--- src/rtl/mbrf_pkg.sv ---
`default_nettype none
// ----------------------------------------------------------------------------
// Modbus read request framer package
// Shared constants, register indexes and the CRC-16/MODBUS byte step.
// ----------------------------------------------------------------------------
package mbrf_pkg;

    localparam int S_TDATA_W = 8;
    localparam int M_TDATA_W = 24;
    localparam int CFG_DATA_W = 16;
    localparam int CFG_INDEX_W = 2;
    localparam int FRAME_LEN = 8;
    localparam int BEAT_W = $clog2(FRAME_LEN);

    localparam logic [15:0] CRC_INIT = 16'hFFFF;
    localparam logic [15:0] CRC_POLY = 16'hA001;
    localparam logic [2:0] COUNT_MAX = 3'd7;
    localparam logic [2:0] COUNT_DIST_HIGH = 3'd3;
    localparam logic [2:0] COUNT_DIST_LOW = 3'd4;

    localparam logic [7:0] SLAVE_ADDRESS_RST = 8'd80;
    localparam logic [7:0] FUNCTION_CODE_RST = 8'd3;
    localparam logic [15:0] START_REGISTER_RST = 16'd52;
    localparam logic [15:0] WORD_COUNT_RST = 16'd1;

    localparam logic [CFG_INDEX_W-1:0] REG_SLAVE_ADDRESS = 2'd0;
    localparam logic [CFG_INDEX_W-1:0] REG_FUNCTION_CODE = 2'd1;
    localparam logic [CFG_INDEX_W-1:0] REG_START_REGISTER = 2'd2;
    localparam logic [CFG_INDEX_W-1:0] REG_WORD_COUNT = 2'd3;

    localparam logic REQ_SEND = 1'b0;
    localparam logic REQ_REPLY = 1'b1;
    localparam logic KIND_FRAME = 1'b0;
    localparam logic KIND_DISTANCE = 1'b1;

    function automatic logic [15:0] crc_byte(input logic [15:0] crc_in,
                                             input logic [7:0] data);
        logic [15:0] c;
        int b;
        c = crc_in ^ {8'h00, data};
        for (b = 0; b < 8; b++)
        begin
            if (c[0])
            begin
                c = (c >> 1) ^ CRC_POLY;
            end
            else
            begin
                c = c >> 1;
            end
        end
        return c;
    endfunction

endpackage
`default_nettype wire

--- src/rtl/modbus_read_request_framer.sv ---
`default_nettype none
// ----------------------------------------------------------------------------
// Modbus read request framer
// Emits an 8-byte Modbus RTU read frame with CRC per request item and
// extracts a 16-bit distance from reply bytes 3 and 4.
// ----------------------------------------------------------------------------
// The first result passes the input hold register and then the output register.
// Throughput: one frame byte per cycle, the CRC advanced alongside, and one reply
// item per cycle, each only while the output is not stalled.
// Reset: configuration returns to its defaults, the reply counter and held
// distance byte clear, and both channels come up empty.
module modbus_read_request_framer
    import mbrf_pkg::*;
(
    input  wire logic                   clk,
    input  wire logic                   rst_n,
    input  wire logic                   cfg_wr_en,
    input  wire logic [CFG_INDEX_W-1:0] cfg_index,
    input  wire logic [CFG_DATA_W-1:0]  cfg_wdata,
    input  wire logic                   s_axis_tvalid,
    output logic                        s_axis_tready,
    input  wire logic [S_TDATA_W-1:0]   s_axis_tdata,   // [7:0] rx_byte
    input  wire logic                   s_axis_tuser,   // [0] req_type
    output logic                        m_axis_tvalid,
    input  wire logic                   m_axis_tready,
    output logic [M_TDATA_W-1:0]        m_axis_tdata,   // [7:0] tx_byte, [23:8] distance_mm
    output logic                        m_axis_tuser,   // [0] out_kind
    output logic                        m_axis_tlast    // last
);

    logic [7:0]  slave_address_reg;
    logic [7:0]  function_code_reg;
    logic [15:0] start_register_reg;
    logic [15:0] word_count_reg;

    logic              hold_valid_reg;
    logic              hold_req_reg;
    logic [7:0]        hold_rx_reg;
    logic [BEAT_W-1:0] beat_reg;
    logic [15:0]       crc_reg;
    logic [2:0]        reply_count_reg;
    logic [7:0]        dist_high_reg;

    logic                 out_valid_reg;
    logic [M_TDATA_W-1:0] out_data_reg;
    logic                 out_kind_reg;
    logic                 out_last_reg;

    logic                 in_accept;
    logic                 res_valid;
    logic                 out_load;
    logic                 item_done;
    logic                 is_request;
    logic [7:0]           frame_byte;
    logic [15:0]          crc_next;
    logic [M_TDATA_W-1:0] res_data;
    logic                 res_kind;
    logic                 res_last;

    assign is_request = hold_req_reg == REQ_SEND;

    always_comb
    begin
        unique case (beat_reg)
            3'd0: frame_byte = slave_address_reg;
            3'd1: frame_byte = function_code_reg;
            3'd2: frame_byte = start_register_reg[15:8];
            3'd3: frame_byte = start_register_reg[7:0];
            3'd4: frame_byte = word_count_reg[15:8];
            3'd5: frame_byte = word_count_reg[7:0];
            3'd6: frame_byte = crc_reg[7:0];
            3'd7: frame_byte = crc_reg[15:8];
            default: frame_byte = 8'h00;
        endcase
    end

    assign crc_next = crc_byte((beat_reg == '0) ? CRC_INIT : crc_reg, frame_byte);

    always_comb
    begin
        if (is_request)
        begin
            res_valid = hold_valid_reg;
            res_kind  = KIND_FRAME;
            res_data  = {16'h0000, frame_byte};
            res_last  = beat_reg == BEAT_W'(FRAME_LEN - 1);
        end
        else
        begin
            res_valid = hold_valid_reg && (reply_count_reg == COUNT_DIST_LOW);
            res_kind  = KIND_DISTANCE;
            res_data  = {dist_high_reg, hold_rx_reg, 8'h00};
            res_last  = 1'b1;
        end
    end

    assign out_load      = res_valid && (!out_valid_reg || m_axis_tready);
    assign item_done     = hold_valid_reg && (res_valid ? (out_load && res_last) : 1'b1);
    assign s_axis_tready = !hold_valid_reg || item_done;
    assign in_accept     = s_axis_tvalid && s_axis_tready;

    always_ff @(posedge clk or negedge rst_n)
    begin
        if (!rst_n)
        begin
            slave_address_reg  <= SLAVE_ADDRESS_RST;
            function_code_reg  <= FUNCTION_CODE_RST;
            start_register_reg <= START_REGISTER_RST;
            word_count_reg     <= WORD_COUNT_RST;
        end
        else if (cfg_wr_en)
        begin
            unique case (cfg_index)
                REG_SLAVE_ADDRESS:  slave_address_reg  <= cfg_wdata[7:0];
                REG_FUNCTION_CODE:  function_code_reg  <= cfg_wdata[7:0];
                REG_START_REGISTER: start_register_reg <= cfg_wdata;
                REG_WORD_COUNT:     word_count_reg     <= cfg_wdata;
                default: ;
            endcase
        end
    end

    always_ff @(posedge clk or negedge rst_n)
    begin
        if (!rst_n)
        begin
            hold_valid_reg  <= 1'b0;
            beat_reg        <= '0;
            reply_count_reg <= '0;
            dist_high_reg   <= '0;
        end
        else
        begin
            if (in_accept)
            begin
                hold_valid_reg <= 1'b1;
            end
            else if (item_done)
            begin
                hold_valid_reg <= 1'b0;
            end

            if (item_done)
            begin
                beat_reg <= '0;
            end
            else if (out_load && is_request)
            begin
                beat_reg <= beat_reg + 1'b1;
            end

            if (item_done)
            begin
                if (is_request)
                begin
                    reply_count_reg <= '0;
                end
                else
                begin
                    if (reply_count_reg == COUNT_DIST_HIGH)
                    begin
                        dist_high_reg <= hold_rx_reg;
                    end
                    if (reply_count_reg != COUNT_MAX)
                    begin
                        reply_count_reg <= reply_count_reg + 1'b1;
                    end
                end
            end
        end
    end

    always_ff @(posedge clk)
    begin
        if (in_accept)
        begin
            hold_req_reg <= s_axis_tuser;
            hold_rx_reg  <= s_axis_tdata[7:0];
        end
        if (out_load && is_request && (beat_reg < BEAT_W'(FRAME_LEN - 2)))
        begin
            crc_reg <= crc_next;
        end
        if (out_load)
        begin
            out_data_reg <= res_data;
            out_kind_reg <= res_kind;
            out_last_reg <= res_last;
        end
    end

    always_ff @(posedge clk or negedge rst_n)
    begin
        if (!rst_n)
        begin
            out_valid_reg <= 1'b0;
        end
        else if (out_load)
        begin
            out_valid_reg <= 1'b1;
        end
        else if (m_axis_tready)
        begin
            out_valid_reg <= 1'b0;
        end
    end

    assign m_axis_tvalid = out_valid_reg;
    assign m_axis_tdata  = out_data_reg;
    assign m_axis_tuser  = out_kind_reg;
    assign m_axis_tlast  = out_last_reg;

endmodule
`default_nettype wire

--- config.mk ---
export PLATFORM = sky130hd
export DESIGN_NAME = modbus_read_request_framer
export DESIGN_NICKNAME = d
export VERILOG_FILES = /design/src/rtl/mbrf_pkg.sv /design/src/rtl/modbus_read_request_framer.sv
export SDC_FILE = /design/constraint.sdc
export NUM_CORES = 1
export LEC_CHECK = 0
export BUFFER_PORTS_ARGS = -buffer_cell sky130_fd_sc_hd__clkbuf_2
export CAP_MARGIN = 20
export CORE_UTILIZATION = 60
export CTS_BUF_LIST = sky130_fd_sc_hd__clkbuf_2
export CTS_CLUSTER_DIAMETER = 50
export DETAILED_ROUTE_END_ITERATION = 12
export GPL_TIMING_DRIVEN = 0
export PLACE_DENSITY = 0.86
export SLEW_MARGIN = 30
export SYNTH_ARGS = -nofsm -noshare
export SYNTH_HDL_FRONTEND = slang
export SYNTH_SLANG_ARGS = --single-unit
export TNS_END_PERCENT = 30
--- constraint.sdc ---
create_clock -name clk -period 9.4 [get_ports clk]
set_input_delay 2.82 -clock clk [delete_from_list [all_inputs] [get_ports clk]]
set_output_delay 2.82 -clock clk [all_outputs]
set_load 0.03 [all_outputs]
# After elaboration in Yosys (flattened, before gate mapping)
# Index checks and enable logic that the tools add are counted.
# word_totals
regBits,115
inputBits,32
word_cells,88
# classes
addsub,2
magnitude_cmp,1
eq_ne,14
n_mux,22
n_bitwise,10
reduce_logical,22
# op_table
operator,n
2-to-1 mux 16 bit,8
one-hot mux 8 bit (8 select lines),1
NOT 2 -> 3 bit,8
XOR 16 x 8 -> 16 bit,1
"equality test 3 bit, second input constant",5
2-to-1 mux 14 bit,1
2-to-1 mux 3 bit,4
AND reduction 2 bit,5
"equality test 3 x 2 -> 1 bit, second input constant",3
2-to-1 mux 1 bit,8
logical AND 1 bit,7
"adder 3 x 1 -> 3 bit, second input constant",2
nonzero test 2 bit,3
"equality test 2 bit, second input constant",2
"equality test 3 x 1 -> 1 bit, second input constant",1
zero test 3 bit,1
"less-than comparator 3 bit, second input constant",1
"inequality test 3 bit, second input constant",1
AND reduction 3 bit,1
"equality test 2 x 1 -> 1 bit, second input constant",1
zero test 1 bit,2
zero test 2 bit,1
logical OR 1 bit,2
"inequality test 2 x 1 -> 1 bit, second input constant",1
NOT 1 bit,1

# Logic depth before layout (Yosys ltp)
# logic_depth
depth_word,19
mapped_depth,13

# Worst setup path after synthesis
# No wires, ideal clock.
# synth_timing
path_kind,input to output
from,input port m_axis_tready
to,output port s_axis_tready
t_arrival_ps,3473
path_slack_ps,3107
cell_stages,5
n_path_buf,0
cell_sequence,nand2b_1 > a21oi_1 > a31oi_1 > inv_1 > nand2_1
# synth_between
elab_chain_cells,6
# synth_lines
element,line_no,rtl
from (decl),modbus_read_request_framer.sv:25,"input wire logic m_axis_tready,"
logical OR 1 bit,modbus_read_request_framer.sv:97,assign out_load = res_valid && (!out_valid_reg || m_axis_tready);
logical AND 1 bit,modbus_read_request_framer.sv:97,
logical AND 1 bit,modbus_read_request_framer.sv:98,assign item_done = hold_valid_reg && (res_valid ? (out_load && res_last) : 1'b1);
2-to-1 mux 1 bit,modbus_read_request_framer.sv:98,
logical AND 1 bit,modbus_read_request_framer.sv:98,
logical OR 1 bit,modbus_read_request_framer.sv:99,assign s_axis_tready = !hold_valid_reg || item_done;
to (decl),modbus_read_request_framer.sv:21,"output logic s_axis_tready,"
# No other way between the ends.

# Final worst setup path
# Same ends and word-level chain as after synthesis.

==> reports/qor.yml <==
grtUsageTotal: 0.271
syn_inst: 371
synth_top_area_frac: 0.290
core_um2: 8380
tns_ns: 0
slowest_delay_ns: 0.28
ir_drop_v: 0.000210
numCtsBuffers: 17
timing.critical_path.buf_inv: 3
cts_tree: "yes"
dieWidth_um: 95.9
synth-edff-count: 51
cts_sinks: 115
final_common_cell: "clkbuf_2"
portBuffers: 59
io_pins: 60
grt_pass1_wl_um: 17600
clkTransAtPathRegs_ns: 0.18
criticalPathCategory: "input pin to output pin"
largest_reg_flops: 24
globalplace.congestion: 0.886
layout_common_cells: "clkbuf_2 (75), mux2_2 (56), dfrtp_1 (56)"
synth_top_cell_by_area: "edfxtp_1"
cts-root-buf: "clkbuf_2"
vias_per_cell: 5.91
row_count: 33
max_freq_ghz: 0.153
cp_common_cell: "clkbuf_2"
slowest_stage: "nor2b_1"
cts_setup_buffers: 0
drive_above_1_share: 0.406
die_area_um2: 9190
ctsHoldBuffers: 0
syn_avg_cell_area_um2: 14.3
relSlewSlack: 0.499
syn_area_um2: 5290
cts_htree_levels: 4
synth_area_leaders: "edfxtp_1 (29%), dfrtp_1 (26%), mux2_2 (12%)"
crit_path_cell_trace: "clkbuf_2, nor2b_1, a31oi_1, inv_1, nand2_1, clkbuf_2"
syn_nets: 413
cp_data_required_time_ns: 6.58
cp-start-kind: "input pin"
slew_viol_final: 0
status: "complete, no violations"
ant_nets: 0
vias: 3371
fin_crit_ns: 6.55
wl_um: 11200
hold_viol_final: 0
clock_skew_ns: 0.0344
final_util: 0.713
grt_max_degree: 36
setup_viol: 0
drc: 0
rsz0062_at_grt: "no"
worst-path-max-fanout: 3
synth-seq-cells: 115
initialDrtViolationCount: 204
start_util: 0.631
die_h_um: 95.9
async_flop_share: 0.557
insertion_delay_ns: 0.65
num-fill-cells: 544
wl_per_cell_um: 19.7
cts_buffer_depth: 2
drt-pass1-iter-count: 4
grt_pass1_vias: 3483
grt.overflow.total: 0
hold_class: "flop to flop"
leakage_nw: 2.51
nets: 494
synthToLayoutAreaGrowth_pct: 13.0
tightest_slew_ns: 0.743
cp_top_family: "simple AND/OR/NAND/NOR gates"
hpwl_um: 8050
antenna_found_initial: 0
arrival_ns: 3.73
yosysSeqAreaShare: 0.594
ys_types: 52
cts-resized-gates: 0
ys_warn_count: 0
antennaDiodeCount: 0
max_cap_viol_count: 0
crit_path_end_kind: "output pin"
finalCritPeriodShare: 0.696
ys_dominant_reg_cell: "dfrtp_1"
p_per_area_nw_per_um2: 298
logic make-up after synthesis:
group,synth area share
AO/OA/AOI/OAI,0.0804
flip-flops,0.594
AND/OR/NAND/NOR,0.0835
multiplexers,0.137
buffers and inverters,0.0220
adder cells (fa/ha/maj),0.0237
XOR/XNOR,0.0594
cell type report:
cell class,count,area (um2),area share
timing repair buffer,62,337,0.0563
clock buffer,17,85.1,0.0142
inverter,8,30.0,0.00503
multi-input combinational,232,2050,0.342
tap,105,131,0.0220
clock inverter,15,116,0.0195
buffer,16,86.3,0.0145
sequential,115,3140,0.526
per-stage QoR:
stage               cells  worst slack (ns)  instance area (um2)  power (mW)  hold slack [ns]
global placement      535              2.88                 5720        1.46            0.459
CTS                   570              2.85                 5970        1.78            0.493
finish                570              2.85                 5970        1.78            0.484
detailed placement    538              2.85                 5770        1.50            0.474
floorplan             371              3.11                 5290        1.33            0.451
global route          570              2.79                 5970        1.87            0.500
report_power, final:
| part | switching (mW) | total [mW] | internal (mW) |
|---|---|---|---|
| Clock | 0.187 | 0.278 | 0.0912 |
| Combinational | 0.371 | 0.746 | 0.375 |
| Sequential | 0.0643 | 0.755 | 0.690 |
| Total | 0.622 | 1.78 | 1.16 |
final timing paths:
path                                           from                                 to  slack, ns  cells past startpoint
setup / recovery                      m_axis_tready                      s_axis_tready       2.85                      6
hold / removal             hold_rx_reg[6]$_DFFE_PP_       dist_high_reg[6]$_DFFE_PN0P_       0.48                      1
setup reg to reg            beat_reg[2]$_DFFE_PN0P_               crc_reg[0]$_DFFE_PP_       5.06                     11
hold reg to reg            hold_rx_reg[6]$_DFFE_PP_       dist_high_reg[6]$_DFFE_PN0P_       0.48                      1
max in group asynchronous                     rst_n  start_register_reg[2]$_DFFE_PN1P_       6.67                      2
min in group asynchronous                     rst_n      word_count_reg[7]$_DFFE_PN0P_       2.12                      1
worst register-to-register path, stage by stage, from the launching register on:
cell	delay, ns
dfrtp_1	0.61
buf_4	0.30
buf_2	0.29
inv_1	0.12
ha_1	0.23
buf_6	0.15
nor4_4	0.45
nand2_2	0.13
o21ai_0	0.61
xor3_1	0.55
xor3_2	0.29
xor3_1	0.36
routing by layer:
layer | up-vias | global-route usage | wire, um
li1 | 1516 | - | -
met1 | 1681 | 0.333 | 4440
met2 | 142 | 0.446 | 5710
met3 | 32 | 0.0711 | 724
met4 | 0 | 0.131 | 333
met5 | - | 0 | 0
cell usage after synthesis (3+ instances only):
cell	number
o21ai_0	5
dfstp_2	8
and2_1	18
inv_1	8
a221oi_2	3
nand3_1	3
a22o_1	12
or2_2	6
a22oi_1	7
xor2_1	3
a31oi_1	4
mux2_2	56
clkbuf_1	9
xnor2_1	19
nand2_1	14
a221oi_1	3
dfrtp_1	56
nor2_1	25
ha_1	10
mux2_1	6
nor2b_1	4
buf_2	3
edfxtp_1	51
Note: power is estimated with default switching activity, not from simulation.
